$ cat config.mk
export PLATFORM = sky130hd
export DESIGN_NAME = echo_reply_tracker
export DESIGN_NICKNAME = d
export VERILOG_FILES = /design/src/hdl/ert_pkg.sv /design/src/hdl/ert_trip_pipe.sv /design/src/hdl/ert_seen_map.sv /design/src/hdl/ert_stats.sv /design/src/hdl/echo_reply_tracker.sv
export SDC_FILE = /design/constraint.sdc
export NUM_CORES = 2
export LEC_CHECK = 0
export BUFFER_PORTS_ARGS = -buffer_cell sky130_fd_sc_hd__buf_2
export CAP_MARGIN = 20
export CELL_PAD_IN_SITES_DETAIL_PLACEMENT = 1
export CELL_PAD_IN_SITES_GLOBAL_PLACEMENT = 1
export CORE_MARGIN = 2
export CORE_UTILIZATION = 47
export CTS_BUF_LIST = sky130_fd_sc_hd__clkbuf_16
export CTS_CLUSTER_DIAMETER = 200
export CTS_CLUSTER_SIZE = 10
export DETAILED_ROUTE_END_ITERATION = 10
export HOLD_SLACK_MARGIN = 0.06
export PLACE_DENSITY = 0.75
export SETUP_SLACK_MARGIN = 0.4
export SYNTH_ARGS = -nofsm -noshare
export SYNTH_HDL_FRONTEND = slang
export SYNTH_SLANG_ARGS = --single-unit
$ cat constraint.sdc
create_clock -name clk -period 31.3 [get_ports clk]
set_clock_uncertainty 0.2 [all_clocks]
set_input_delay 1.565 -clock clk [delete_from_list [all_inputs] [get_ports clk]]
set_output_delay 1.565 -clock clk [all_outputs]
set_load 0.005 [all_outputs]
$ cat src/hdl/ert_pkg.sv
// ert_pkg: shared types, status codes and arithmetic constants of the echo reply tracker
// used by every module of the tracker and by its port checker
// no dependencies

package ert_pkg;

    // field widths
    localparam int SEQ_W    = 16;
    localparam int SEC_W    = 32;
    localparam int USEC_W   = 20;
    localparam int CNT_W    = 32;
    localparam int LEN_W    = 16;
    localparam int HDR_W    = 4;
    localparam int TYPE_W   = 8;
    localparam int ID_W     = 16;
    localparam int STATUS_W = 3;
    localparam int CFG_IDX_W  = 1;
    localparam int CFG_DATA_W = 16;

    // default duplicate window (bits in the seen map)
    localparam int DUP_WINDOW_DEF = 1024;

    // time arithmetic
    localparam int          UDIFF_W      = USEC_W + 1;
    localparam logic [20:0] USEC_PER_SEC = 21'd1000000;
    localparam logic [31:0] MS_PER_SEC   = 32'd1000;
    // usec / 1000 as (usec * ceil(2^30 / 1000)) >> 30, exact for 20-bit magnitudes
    localparam int          RECIP_SHIFT  = 30;
    localparam int          RECIP_W      = 21;
    localparam logic [20:0] RECIP_MS     = 21'd1073742;
    localparam int          QPROD_W      = USEC_W + RECIP_W;
    localparam int          QUOT_W       = 11;

    // shortest acceptable reply beyond the IP header, in bytes
    localparam logic [LEN_W-1:0] MIN_LEN_BASE = 16'd8;

    localparam logic [31:0] RTT_MIN_INIT = 32'h7fff_ffff;

    // result status
    typedef enum logic [STATUS_W-1:0] {
        ST_SENT    = 3'd0,
        ST_NEW     = 3'd1,
        ST_DUP     = 3'd2,
        ST_SHORT   = 3'd3,
        ST_TYPE    = 3'd4,
        ST_FOREIGN = 3'd5
    } status_t;

    // operation codes
    localparam logic OP_SEND = 1'b0;
    localparam logic OP_RECV = 1'b1;

    // configuration register indexes
    localparam logic [CFG_IDX_W-1:0] REG_LOCAL_ID = 1'b0;
    localparam logic [CFG_IDX_W-1:0] REG_TIMING   = 1'b1;

    // one accepted input word
    typedef struct packed {
        logic              op;
        logic [LEN_W-1:0]  pkt_len;
        logic [HDR_W-1:0]  header_words;
        logic [TYPE_W-1:0] msg_type;
        logic [ID_W-1:0]   reply_id;
        logic [SEQ_W-1:0]  reply_seq;
        logic [SEC_W-1:0]  sent_sec;
        logic [USEC_W-1:0] sent_usec;
        logic [SEC_W-1:0]  now_sec;
        logic [USEC_W-1:0] now_usec;
    } in_item_t;

    // word handed from the trip pipeline to the statistics stage
    typedef struct packed {
        status_t          cls;
        logic [SEQ_W-1:0] seq;
        logic [SEQ_W-1:0] slot;
        logic [31:0]      trip;
    } trip_item_t;

    // seen map read request
    typedef struct packed {
        logic             en;
        logic [SEQ_W-1:0] addr;
    } map_rd_t;

    // seen map write request
    typedef struct packed {
        logic             en;
        logic [SEQ_W-1:0] addr;
        logic             data;
    } map_wr_t;

endpackage

$ cat src/hdl/ert_trip_pipe.sv
// ert_trip_pipe: four-stage front pipeline that classifies a word, works out the
// round-trip milliseconds and the seen map slot, and issues the map read
// depends on ert_pkg

module ert_trip_pipe #(
    parameter int DUP_WINDOW = ert_pkg::DUP_WINDOW_DEF
) (
    input  logic                         clk,
    input  logic                         rst_n,
    input  logic                         in_valid,
    output logic                         in_ready,
    input  ert_pkg::in_item_t            in_item,
    input  logic [ert_pkg::ID_W-1:0]     local_id,
    output logic                         d_valid,
    input  logic                         d_ready,
    output ert_pkg::trip_item_t          d_item,
    output ert_pkg::map_rd_t             map_rd
);

    localparam int SLOT_W = $clog2(DUP_WINDOW);
    // seq / DUP_WINDOW as (seq * ceil(2^32 / DUP_WINDOW)) >> 32, exact for 16-bit seq
    localparam logic [32:0] MOD_MUL =
        33'(((64'd1 << 32) + 64'(DUP_WINDOW) - 64'd1) / 64'(DUP_WINDOW));

    // stage a: accepted word
    logic                 a_vld_reg;
    ert_pkg::in_item_t    a_item_reg;

    // stage b: class, time differences, slot quotient
    logic                            b_vld_reg;
    ert_pkg::status_t                b_cls_reg;
    logic [ert_pkg::SEQ_W-1:0]       b_seq_reg;
    logic [31:0]                     b_sd_reg;
    logic                            b_neg_reg;
    logic [ert_pkg::USEC_W-1:0]      b_mag_reg;
    logic [ert_pkg::SEQ_W-1:0]       b_modq_reg;

    // stage c: scaled seconds, signed ms of the usec part, slot
    logic                            c_vld_reg;
    ert_pkg::status_t                c_cls_reg;
    logic [ert_pkg::SEQ_W-1:0]       c_seq_reg;
    logic [SLOT_W-1:0]               c_slot_reg;
    logic [31:0]                     c_sdk_reg;
    logic [ert_pkg::QUOT_W:0]        c_q_reg;

    // stage d
    logic                            d_vld_reg;
    ert_pkg::trip_item_t             d_item_reg;

    logic d_free;
    logic c_free;
    logic b_free;
    logic a_free;

    // a -> b
    logic [ert_pkg::UDIFF_W-1:0] ud_diff;
    logic [ert_pkg::UDIFF_W-1:0] ud_adj;
    logic [ert_pkg::UDIFF_W-1:0] ud_neg;
    logic                        borrow;
    logic [31:0]                 sd;
    logic [ert_pkg::LEN_W-1:0]   min_len;
    logic [48:0]                 mod_prod;
    ert_pkg::status_t            cls;

    // b -> c
    logic [ert_pkg::QPROD_W-1:0] q_prod;
    logic [ert_pkg::QUOT_W-1:0]  q_mag;
    logic [ert_pkg::QUOT_W:0]    q_signed;
    logic [31:0]                 sdk;
    logic [31:0]                 q_times_w;
    logic [31:0]                 slot_full;

    // c -> d
    logic [31:0]                 trip;

    // stage handshake, back to front
    assign d_free   = !d_vld_reg || d_ready;
    assign c_free   = !c_vld_reg || d_free;
    assign b_free   = !b_vld_reg || c_free;
    assign a_free   = !a_vld_reg || b_free;
    assign in_ready = a_free;

    always_comb
    begin
        ud_diff = {1'b0, a_item_reg.now_usec} - {1'b0, a_item_reg.sent_usec};
        borrow  = ud_diff[ert_pkg::UDIFF_W-1];
        ud_adj  = borrow ? ud_diff + ert_pkg::USEC_PER_SEC : ud_diff;
        ud_neg  = -ud_adj;
        sd      = a_item_reg.now_sec - a_item_reg.sent_sec - 32'(borrow);
        min_len = 16'({a_item_reg.header_words, 2'b00}) + ert_pkg::MIN_LEN_BASE;
        mod_prod = 49'(a_item_reg.reply_seq) * 49'(MOD_MUL);

        if (a_item_reg.op == ert_pkg::OP_SEND)
            cls = ert_pkg::ST_SENT;
        else if (a_item_reg.pkt_len < min_len)
            cls = ert_pkg::ST_SHORT;
        else if (a_item_reg.msg_type != '0)
            cls = ert_pkg::ST_TYPE;
        else if (a_item_reg.reply_id != local_id)
            cls = ert_pkg::ST_FOREIGN;
        else
            cls = ert_pkg::ST_NEW;
    end

    always_comb
    begin
        q_prod    = ert_pkg::QPROD_W'(b_mag_reg) * ert_pkg::QPROD_W'(ert_pkg::RECIP_MS);
        q_mag     = q_prod[ert_pkg::RECIP_SHIFT +: ert_pkg::QUOT_W];
        q_signed  = b_neg_reg ? -{1'b0, q_mag} : {1'b0, q_mag};
        sdk       = b_sd_reg * ert_pkg::MS_PER_SEC;
        q_times_w = 32'(b_modq_reg) * 32'(DUP_WINDOW);
        slot_full = 32'(b_seq_reg) - q_times_w;
    end

    assign trip = c_sdk_reg + {{(32 - ert_pkg::QUOT_W - 1){c_q_reg[ert_pkg::QUOT_W]}}, c_q_reg};

    // valid bits
    always_ff @(posedge clk or negedge rst_n)
    begin
        if (!rst_n)
        begin
            a_vld_reg <= 1'b0;
            b_vld_reg <= 1'b0;
            c_vld_reg <= 1'b0;
            d_vld_reg <= 1'b0;
        end
        else
        begin
            if (a_free)
                a_vld_reg <= in_valid;
            if (b_free)
                b_vld_reg <= a_vld_reg;
            if (c_free)
                c_vld_reg <= b_vld_reg;
            if (d_free)
                d_vld_reg <= c_vld_reg;
        end
    end

    // payload
    always_ff @(posedge clk)
    begin
        if (a_free && in_valid)
            a_item_reg <= in_item;
        if (b_free && a_vld_reg)
        begin
            b_cls_reg  <= cls;
            b_seq_reg  <= a_item_reg.reply_seq;
            b_sd_reg   <= sd;
            b_neg_reg  <= ud_adj[ert_pkg::UDIFF_W-1];
            b_mag_reg  <= ud_adj[ert_pkg::UDIFF_W-1] ? ud_neg[ert_pkg::USEC_W-1:0]
                                                      : ud_adj[ert_pkg::USEC_W-1:0];
            b_modq_reg <= mod_prod[32 +: ert_pkg::SEQ_W];
        end
        if (c_free && b_vld_reg)
        begin
            c_cls_reg  <= b_cls_reg;
            c_seq_reg  <= b_seq_reg;
            c_slot_reg <= slot_full[SLOT_W-1:0];
            c_sdk_reg  <= sdk;
            c_q_reg    <= q_signed;
        end
        if (d_free && c_vld_reg)
        begin
            d_item_reg.cls  <= c_cls_reg;
            d_item_reg.seq  <= c_seq_reg;
            d_item_reg.slot <= ert_pkg::SEQ_W'(c_slot_reg);
            d_item_reg.trip <= trip;
        end
    end

    // map read goes out as the word enters stage d
    assign map_rd.en   = c_vld_reg && d_free;
    assign map_rd.addr = ert_pkg::SEQ_W'(c_slot_reg);

    assign d_valid = d_vld_reg;
    assign d_item  = d_item_reg;

endmodule

$ cat src/hdl/ert_seen_map.sv
// ert_seen_map: bitmap of received sequence slots with a registered read port,
// write-to-read forwarding and a clearing sweep after reset
// depends on ert_pkg

module ert_seen_map #(
    parameter int DUP_WINDOW = ert_pkg::DUP_WINDOW_DEF
) (
    input  logic              clk,
    input  logic              rst_n,
    input  ert_pkg::map_rd_t  map_rd,
    input  ert_pkg::map_wr_t  map_wr,
    output logic              rd_bit,
    output logic              busy
);

    localparam int SLOT_W = $clog2(DUP_WINDOW);

    logic              seen_mem [DUP_WINDOW];
    logic              rd_bit_reg;
    logic              busy_reg;
    logic [SLOT_W-1:0] clr_cnt_reg;

    always_ff @(posedge clk or negedge rst_n)
    begin
        if (!rst_n)
        begin
            busy_reg    <= 1'b1;
            clr_cnt_reg <= '0;
        end
        else if (busy_reg)
        begin
            clr_cnt_reg <= clr_cnt_reg + 1'b1;
            if (clr_cnt_reg == SLOT_W'(DUP_WINDOW - 1))
                busy_reg <= 1'b0;
        end
    end

    always_ff @(posedge clk)
    begin
        if (busy_reg)
            seen_mem[clr_cnt_reg] <= 1'b0;
        else if (map_wr.en)
            seen_mem[map_wr.addr[SLOT_W-1:0]] <= map_wr.data;

        // the word accepted by the statistics stage writes on the same edge
        if (map_rd.en)
        begin
            if (map_wr.en && (map_wr.addr == map_rd.addr))
                rd_bit_reg <= map_wr.data;
            else
                rd_bit_reg <= seen_mem[map_rd.addr[SLOT_W-1:0]];
        end
    end

    assign rd_bit = rd_bit_reg;
    assign busy   = busy_reg;

endmodule

$ cat src/hdl/ert_stats.sv
// ert_stats: counters, round-trip statistics and the result register; decides
// new against duplicate and writes the seen map
// depends on ert_pkg

module ert_stats #(
    parameter int DUP_WINDOW = ert_pkg::DUP_WINDOW_DEF
) (
    input  logic                          clk,
    input  logic                          rst_n,
    input  logic                          d_valid,
    output logic                          d_ready,
    input  ert_pkg::trip_item_t           d_item,
    input  logic                          seen_bit,
    input  logic                          timing_enable,
    output ert_pkg::map_wr_t              map_wr,
    output logic                          out_valid,
    input  logic                          out_stall,
    output logic [ert_pkg::STATUS_W-1:0]  status,
    output logic [ert_pkg::SEQ_W-1:0]     seq_out,
    output logic [31:0]                   trip_ms,
    output logic [ert_pkg::CNT_W-1:0]     sent_count,
    output logic [ert_pkg::CNT_W-1:0]     recv_count,
    output logic [ert_pkg::CNT_W-1:0]     dup_count,
    output logic [31:0]                   min_rtt,
    output logic [31:0]                   max_rtt,
    output logic [31:0]                   rtt_sum
);

    localparam int SLOT_W = $clog2(DUP_WINDOW);

    logic                          out_vld_reg;
    ert_pkg::status_t              status_reg;
    ert_pkg::status_t              status_next;
    logic [ert_pkg::SEQ_W-1:0]     seq_reg;
    logic [ert_pkg::SEQ_W-1:0]     seq_next;
    logic [31:0]                   trip_reg;
    logic [31:0]                   trip_next;

    logic [ert_pkg::CNT_W-1:0]     sent_reg;
    logic [ert_pkg::CNT_W-1:0]     sent_next;
    logic [ert_pkg::CNT_W-1:0]     recv_reg;
    logic [ert_pkg::CNT_W-1:0]     recv_next;
    logic [ert_pkg::CNT_W-1:0]     dup_reg;
    logic [ert_pkg::CNT_W-1:0]     dup_next;
    logic [31:0]                   min_reg;
    logic [31:0]                   min_next;
    logic [31:0]                   max_reg;
    logic [31:0]                   max_next;
    logic [31:0]                   sum_reg;
    logic [31:0]                   sum_next;
    logic [SLOT_W-1:0]             send_slot_reg;
    logic [SLOT_W-1:0]             send_slot_next;

    logic fire;
    logic is_send;
    logic good;
    logic timed;
    logic dup;

    assign d_ready = !out_vld_reg || !out_stall;
    assign fire    = d_valid && d_ready;

    always_comb
    begin
        is_send = (d_item.cls == ert_pkg::ST_SENT);
        good    = (d_item.cls == ert_pkg::ST_NEW);
        timed   = good && timing_enable;
        dup     = good && seen_bit;

        sent_next      = sent_reg;
        send_slot_next = send_slot_reg;
        recv_next      = recv_reg;
        dup_next       = dup_reg;
        min_next       = min_reg;
        max_next       = max_reg;
        sum_next       = sum_reg;
        seq_next       = d_item.seq;
        trip_next      = '0;
        status_next    = d_item.cls;

        if (is_send)
        begin
            seq_next  = sent_reg[ert_pkg::SEQ_W-1:0];
            sent_next = sent_reg + 1'b1;
            // slot follows the 16-bit sequence number modulo the window
            if ((sent_reg[ert_pkg::SEQ_W-1:0] == '1) ||
                (send_slot_reg == SLOT_W'(DUP_WINDOW - 1)))
                send_slot_next = '0;
            else
                send_slot_next = send_slot_reg + 1'b1;
        end

        if (timed)
        begin
            trip_next = d_item.trip;
            sum_next  = sum_reg + d_item.trip;
            if ($signed(d_item.trip) < $signed(min_reg))
                min_next = d_item.trip;
            if ($signed(d_item.trip) > $signed(max_reg))
                max_next = d_item.trip;
        end

        if (good)
        begin
            if (dup)
            begin
                dup_next    = dup_reg + 1'b1;
                status_next = ert_pkg::ST_DUP;
            end
            else
            begin
                recv_next   = recv_reg + 1'b1;
                status_next = ert_pkg::ST_NEW;
            end
        end

        map_wr.en   = fire && (is_send || (good && !seen_bit));
        map_wr.addr = is_send ? ert_pkg::SEQ_W'(send_slot_reg) : d_item.slot;
        map_wr.data = !is_send;
    end

    always_ff @(posedge clk or negedge rst_n)
    begin
        if (!rst_n)
        begin
            out_vld_reg   <= 1'b0;
            sent_reg      <= '0;
            recv_reg      <= '0;
            dup_reg       <= '0;
            min_reg       <= ert_pkg::RTT_MIN_INIT;
            max_reg       <= '0;
            sum_reg       <= '0;
            send_slot_reg <= '0;
        end
        else
        begin
            if (d_ready)
                out_vld_reg <= d_valid;
            if (fire)
            begin
                sent_reg      <= sent_next;
                recv_reg      <= recv_next;
                dup_reg       <= dup_next;
                min_reg       <= min_next;
                max_reg       <= max_next;
                sum_reg       <= sum_next;
                send_slot_reg <= send_slot_next;
            end
        end
    end

    always_ff @(posedge clk)
    begin
        if (fire)
        begin
            status_reg <= status_next;
            seq_reg    <= seq_next;
            trip_reg   <= trip_next;
        end
    end

    // totals change only on fire, so they always match the word on show
    assign out_valid  = out_vld_reg;
    assign status     = status_reg;
    assign seq_out    = seq_reg;
    assign trip_ms    = trip_reg;
    assign sent_count = sent_reg;
    assign recv_count = recv_reg;
    assign dup_count  = dup_reg;
    assign min_rtt    = min_reg;
    assign max_rtt    = max_reg;
    assign rtt_sum    = sum_reg;

endmodule

$ cat src/hdl/echo_reply_tracker.sv
// echo_reply_tracker: top level of the echo exchange tracker
// depends on ert_pkg, ert_trip_pipe, ert_seen_map and ert_stats

// Echo exchange tracker. Each input word is a send event (op 0) or a received
// packet (op 1) and yields exactly one result word. A send hands out the next
// 16-bit sequence number and clears its slot in the seen map; a received packet
// is checked for length, message type and identifier, and a good reply updates
// the round-trip figures (when timing is enabled) and is counted as new or as a
// duplicate. Throughput is one word per clock while no stall holds the flow; a
// word is registered on entry and passes three arithmetic stages of the trip
// pipeline (holding the 32x32 seconds scaling and the reciprocal multiplies),
// then the statistics stage that updates the totals and the seen map. After reset
// the seen map is cleared one slot per cycle, and in_stall stays high until every
// slot is clear; configuration writes are taken at any time (cfg_ready is tied
// high) but must only be issued while the tracker is idle. The totals shown with
// a result are those after that word; all counters and the round-trip sum wrap.

module echo_reply_tracker #(
    parameter int DUP_WINDOW = ert_pkg::DUP_WINDOW_DEF
) (
    input  logic                              clk,
    input  logic                              rst_n,

    // input words
    input  logic                              in_valid,
    output logic                              in_stall,
    input  logic                              op,
    input  logic [ert_pkg::LEN_W-1:0]         pkt_len,
    input  logic [ert_pkg::HDR_W-1:0]         header_words,
    input  logic [ert_pkg::TYPE_W-1:0]        msg_type,
    input  logic [ert_pkg::ID_W-1:0]          reply_id,
    input  logic [ert_pkg::SEQ_W-1:0]         reply_seq,
    input  logic [ert_pkg::SEC_W-1:0]         sent_sec,
    input  logic [ert_pkg::USEC_W-1:0]        sent_usec,
    input  logic [ert_pkg::SEC_W-1:0]         now_sec,
    input  logic [ert_pkg::USEC_W-1:0]        now_usec,

    // result words
    output logic                              out_valid,
    input  logic                              out_stall,
    output logic [ert_pkg::STATUS_W-1:0]      status,
    output logic [ert_pkg::SEQ_W-1:0]         seq_out,
    output logic signed [31:0]                trip_ms,
    output logic [ert_pkg::CNT_W-1:0]         sent_count,
    output logic [ert_pkg::CNT_W-1:0]         recv_count,
    output logic [ert_pkg::CNT_W-1:0]         dup_count,
    output logic signed [31:0]                min_rtt,
    output logic signed [31:0]                max_rtt,
    output logic [31:0]                       rtt_sum,

    // register writes
    input  logic                              cfg_valid,
    output logic                              cfg_ready,
    input  logic [ert_pkg::CFG_IDX_W-1:0]     cfg_index,
    input  logic [ert_pkg::CFG_DATA_W-1:0]    cfg_data
);

    // configuration registers
    logic [ert_pkg::ID_W-1:0] local_id_reg;
    logic                     timing_enable_reg;

    ert_pkg::in_item_t        in_item;
    logic                     pipe_in_valid;
    logic                     pipe_in_ready;
    logic                     map_busy;

    logic                     d_valid;
    logic                     d_ready;
    ert_pkg::trip_item_t      d_item;
    ert_pkg::map_rd_t         map_rd;
    ert_pkg::map_wr_t         map_wr;
    logic                     seen_bit;

    logic [31:0]              trip_raw;
    logic [31:0]              min_raw;
    logic [31:0]              max_raw;

    // register writes: always ready, one word per cycle
    assign cfg_ready = 1'b1;

    always_ff @(posedge clk or negedge rst_n)
    begin
        if (!rst_n)
        begin
            local_id_reg      <= '0;
            timing_enable_reg <= 1'b1;
        end
        else if (cfg_valid && cfg_ready)
        begin
            unique case (cfg_index)
                ert_pkg::REG_LOCAL_ID: local_id_reg      <= cfg_data;
                ert_pkg::REG_TIMING:   timing_enable_reg <= cfg_data[0];
            endcase
        end
    end

    // gather the input fields into one word
    always_comb
    begin
        in_item.op           = op;
        in_item.pkt_len      = pkt_len;
        in_item.header_words = header_words;
        in_item.msg_type     = msg_type;
        in_item.reply_id     = reply_id;
        in_item.reply_seq    = reply_seq;
        in_item.sent_sec     = sent_sec;
        in_item.sent_usec    = sent_usec;
        in_item.now_sec      = now_sec;
        in_item.now_usec     = now_usec;
    end

    // no word enters while the seen map is being cleared
    assign pipe_in_valid = in_valid && !map_busy;
    assign in_stall      = map_busy || !pipe_in_ready;

    ert_trip_pipe #(
        .DUP_WINDOW (DUP_WINDOW)
    ) u_trip_pipe (
        .clk      (clk),
        .rst_n    (rst_n),
        .in_valid (pipe_in_valid),
        .in_ready (pipe_in_ready),
        .in_item  (in_item),
        .local_id (local_id_reg),
        .d_valid  (d_valid),
        .d_ready  (d_ready),
        .d_item   (d_item),
        .map_rd   (map_rd)
    );

    ert_seen_map #(
        .DUP_WINDOW (DUP_WINDOW)
    ) u_seen_map (
        .clk    (clk),
        .rst_n  (rst_n),
        .map_rd (map_rd),
        .map_wr (map_wr),
        .rd_bit (seen_bit),
        .busy   (map_busy)
    );

    ert_stats #(
        .DUP_WINDOW (DUP_WINDOW)
    ) u_stats (
        .clk           (clk),
        .rst_n         (rst_n),
        .d_valid       (d_valid),
        .d_ready       (d_ready),
        .d_item        (d_item),
        .seen_bit      (seen_bit),
        .timing_enable (timing_enable_reg),
        .map_wr        (map_wr),
        .out_valid     (out_valid),
        .out_stall     (out_stall),
        .status        (status),
        .seq_out       (seq_out),
        .trip_ms       (trip_raw),
        .sent_count    (sent_count),
        .recv_count    (recv_count),
        .dup_count     (dup_count),
        .min_rtt       (min_raw),
        .max_rtt       (max_raw),
        .rtt_sum       (rtt_sum)
    );

    // round-trip figures are two's complement on the ports
    assign trip_ms = $signed(trip_raw);
    assign min_rtt = $signed(min_raw);
    assign max_rtt = $signed(max_raw);

endmodule

==> results.sh <==
export IMPL_largest_reg_flops=1024
export IMPL_synth_top_cells_by_area="edfxtp_1, mux4_2, ha_1"
export IMPL_crit_path_end="u_trip_pipe.c_q_reg[4]"
export IMPL_reg2reg_slack_ps=23660
export IMPL_yosys_area_share_xor_xnor_pct=3.02
export IMPL_avgRoutedWirePerCell_um=25.7
export IMPL_use_met3_pct=4.51
export IMPL_syn_inst=6296
export IMPL_synth_ff_type="edfxtp_1"
export IMPL_hold_viol_final=0
export IMPL_die_area_um2=182000
export IMPL_muxShareOfSynthArea_pct=10.5
export IMPL_clock_latency_ps=850
export IMPL_synth_distinct_cells=80
export IMPL_yosys_area_top_type_share_pct=50.6
export IMPL_synthAdderAreaFrac_pct=10.8
export IMPL_synth_most_common_cell="edfxtp_1"
export IMPL_yosys_area_top_type="edfxtp_1"
export IMPL_synthTopCellsByCount="edfxtp_1, nor2_1, inv_1"
export IMPL_drtIter0Drc=4935
export IMPL_avgSynthCellArea_um2=13.3
export IMPL_cts_buffers=183
export IMPL_path_depth=25
export IMPL_critical_path_buf_inv_count=4
export IMPL_htreeDepth=4
export IMPL_hold_class="flip-flop to flip-flop"
export IMPL_setup_viol=0
export IMPL_grt_ovfl_total=0
export IMPL_cts_tree="yes"
export IMPL_grt_met2_usage_pct=43.6
export IMPL_routed_wl_um=235000
export IMPL_met1_usage_pct=33.8
export IMPL_synth_top_family_by_area="adder cells"
export IMPL_synth_edf_count=1413
export IMPL_r2r_cells=25
export IMPL_syn_area_um2=83900
export IMPL_num_rows=155
export IMPL_max_stage_delay_ps=710
export IMPL_grt_pass1_wl_um=352000
export IMPL_dpl_hpwl_um=151000
export IMPL_grt_util_all_layers_pct=25.7
export IMPL_synthSimpleGateAreaFrac_pct=9.67
export IMPL_synth_ff_latch_count=1658
export IMPL_ys_warn_count=0
export IMPL_antenna_left=0
export IMPL_crit_start="u_trip_pipe.b_mag_reg[12]"
export IMPL_finalCoreUtilization_pct=53.0
export IMPL_final_nets=7489
export IMPL_r2r_end="u_trip_pipe.c_q_reg[4]"
export IMPL_yosysSeqAreaShare_pct=57.8
export IMPL_drc=0
export IMPL_clock_sinks=1658
export IMPL_worstReg2RegStart="u_trip_pipe.b_mag_reg[12]"
export IMPL_route_vias_total=53300
export IMPL_finalCriticalPeriod_ps=7640
export IMPL_drt_first_pass_iters=5
export IMPL_drive_above_1_share_pct=18.7
export IMPL_synthArstFlopShare_pct=14.2
export IMPL_drv_slew=0
export IMPL_slowest_stage="nor4_1"
export IMPL_synthToLayoutAreaGrowth_pct=12.4
export IMPL_gp_congestion=0.875
export IMPL_rsz0062_at_grt="false"
export IMPL_ctsHoldBuffers=0
export IMPL_viasPerCell=5.84
export IMPL_crit_arrival_ps=8090
export IMPL_pin_count=433
export IMPL_top_usage_layer="met2"
export IMPL_cts_max_path_buffers=3
export IMPL_required_ps=31740
export IMPL_postCtsSetupBuffers=0
export IMPL_fin_tns_setup_ps=0
export IMPL_max_slew_margin_rel_pct=17.1
export IMPL_status="finished, final reports clean"
export IMPL_critPathTopFamily="adder cells"
export IMPL_antenna_found_initial=12
export IMPL_worstSetupPathType="flip-flop to flip-flop"
export IMPL_root_buffer="clkbuf_16"
export IMPL_end_kind="flip-flop"
export IMPL_crit_top_cell="ha_1"
export IMPL_grt_pass1_vias=56400
export IMPL_synth_compound_area_share_pct=4.62
export IMPL_tightestPinTransition_ps=1240
export IMPL_max_freq_ghz=0.131
export IMPL_startpoint_type="flip-flop"
export IMPL_synth_nets=7098
export IMPL_core_um2=178000
export IMPL_die_w_um=427
export IMPL_grt_max_degree=314
export IMPL_initial_core_util_pct=47.1
export IMPL_portBuffers=423
export IMPL_crit_fanout=6
export IMPL_cap_violations=0
export IMPL_cts_resized=0
export IMPL_period_share_pct=24.4
export IMPL_die_height_um=427
export IMPL_clkTransAtPathRegs_ps=60
[stage by stage]
stage / area, um2 / cells / worst slack [ps] / hold WS, ps
finish: 94400 / 9122 / 23660 / 216
global placement: 88500 / 8830 / 23980 / 200
CTS: 93600 / 9084 / 23650 / 215
global route: 94300 / 9114 / 23260 / 218
detailed placement: 88500 / 8830 / 23790 / 206
floorplan: 83900 / 6296 / 9750 / 200
[layer usage]
metal	part of all wire, %	vias to the layer above
met5	0.0055	-
met1	40	27700
met4	3.0	2
met3	7.0	386
li1	-	23300
met2	50	1901
[cell usage in the layout (no fill, tap or decap), types with 20 or more instances in the layout]
cell type and instances:
dfrtp_1 202, nor2_1 1192, a21oi_1 146, nor3_1 40, nor2b_1 27, clkbuf_16 183, buf_4 69, o21ai_0 126
dfstp_2 33, nand2_1 309, and2_1 52, a21o_1 102, ha_1 434, buf_16 25, nand3_1 73, xnor2_1 188
buf_2 422, nor4_1 20, mux2_2 98, edfxtp_1 1413, nand2_2 33, and3_1 40, mux4_2 339, a211oi_1 20
xor2_1 101, fa_1 181, inv_1 505, nand4_1 44, nand2b_1 41, o21a_1 26
[kinds of logic after synthesis]
group                      after synthesis
AOI/OAI and AO/OA                      592
xor gates and xnor gates               289
adders and majority gates              615
buffers and inverters                  765
DFF                                   1658
muxes                                  448
other                                    1
and+or+nand+nor                       1928
[area by class of cell]
type	count	area, um2
Antenna cell	11	27.5
Multi-Input combinational cell	3873	32600
Fill cell	17700	83700
Clock buffer	183	4580
Timing Repair Buffer	520	3390
Inverter	451	1690
Clock inverter	71	572
Tap cell	2355	2950
Sequential cell	1658	48600
[worst min-delay path by stage]
| stage | to | start | cells past startpoint |
|---|---|---|---|
| CTS | u_trip_pipe.d_item[59] | u_trip_pipe.c_seq_reg[11] | 0 |
| global placement | u_trip_pipe.d_item[58] | u_trip_pipe.c_seq_reg[10] | 0 |
| global route | u_trip_pipe.d_item[60] | u_trip_pipe.c_seq_reg[12] | 0 |
| finish | u_trip_pipe.d_item[60] | u_trip_pipe.c_seq_reg[12] | 0 |
| detailed placement | u_trip_pipe.c_seq_reg[10] | u_trip_pipe.b_seq_reg[10] | 0 |
| floorplan | u_trip_pipe.b_seq_reg[0] | u_trip_pipe.a_item_reg[104] | 0 |
Power is not shown: default switching activity piles up to over one toggle a cycle in this logic, so the estimate is an artifact.
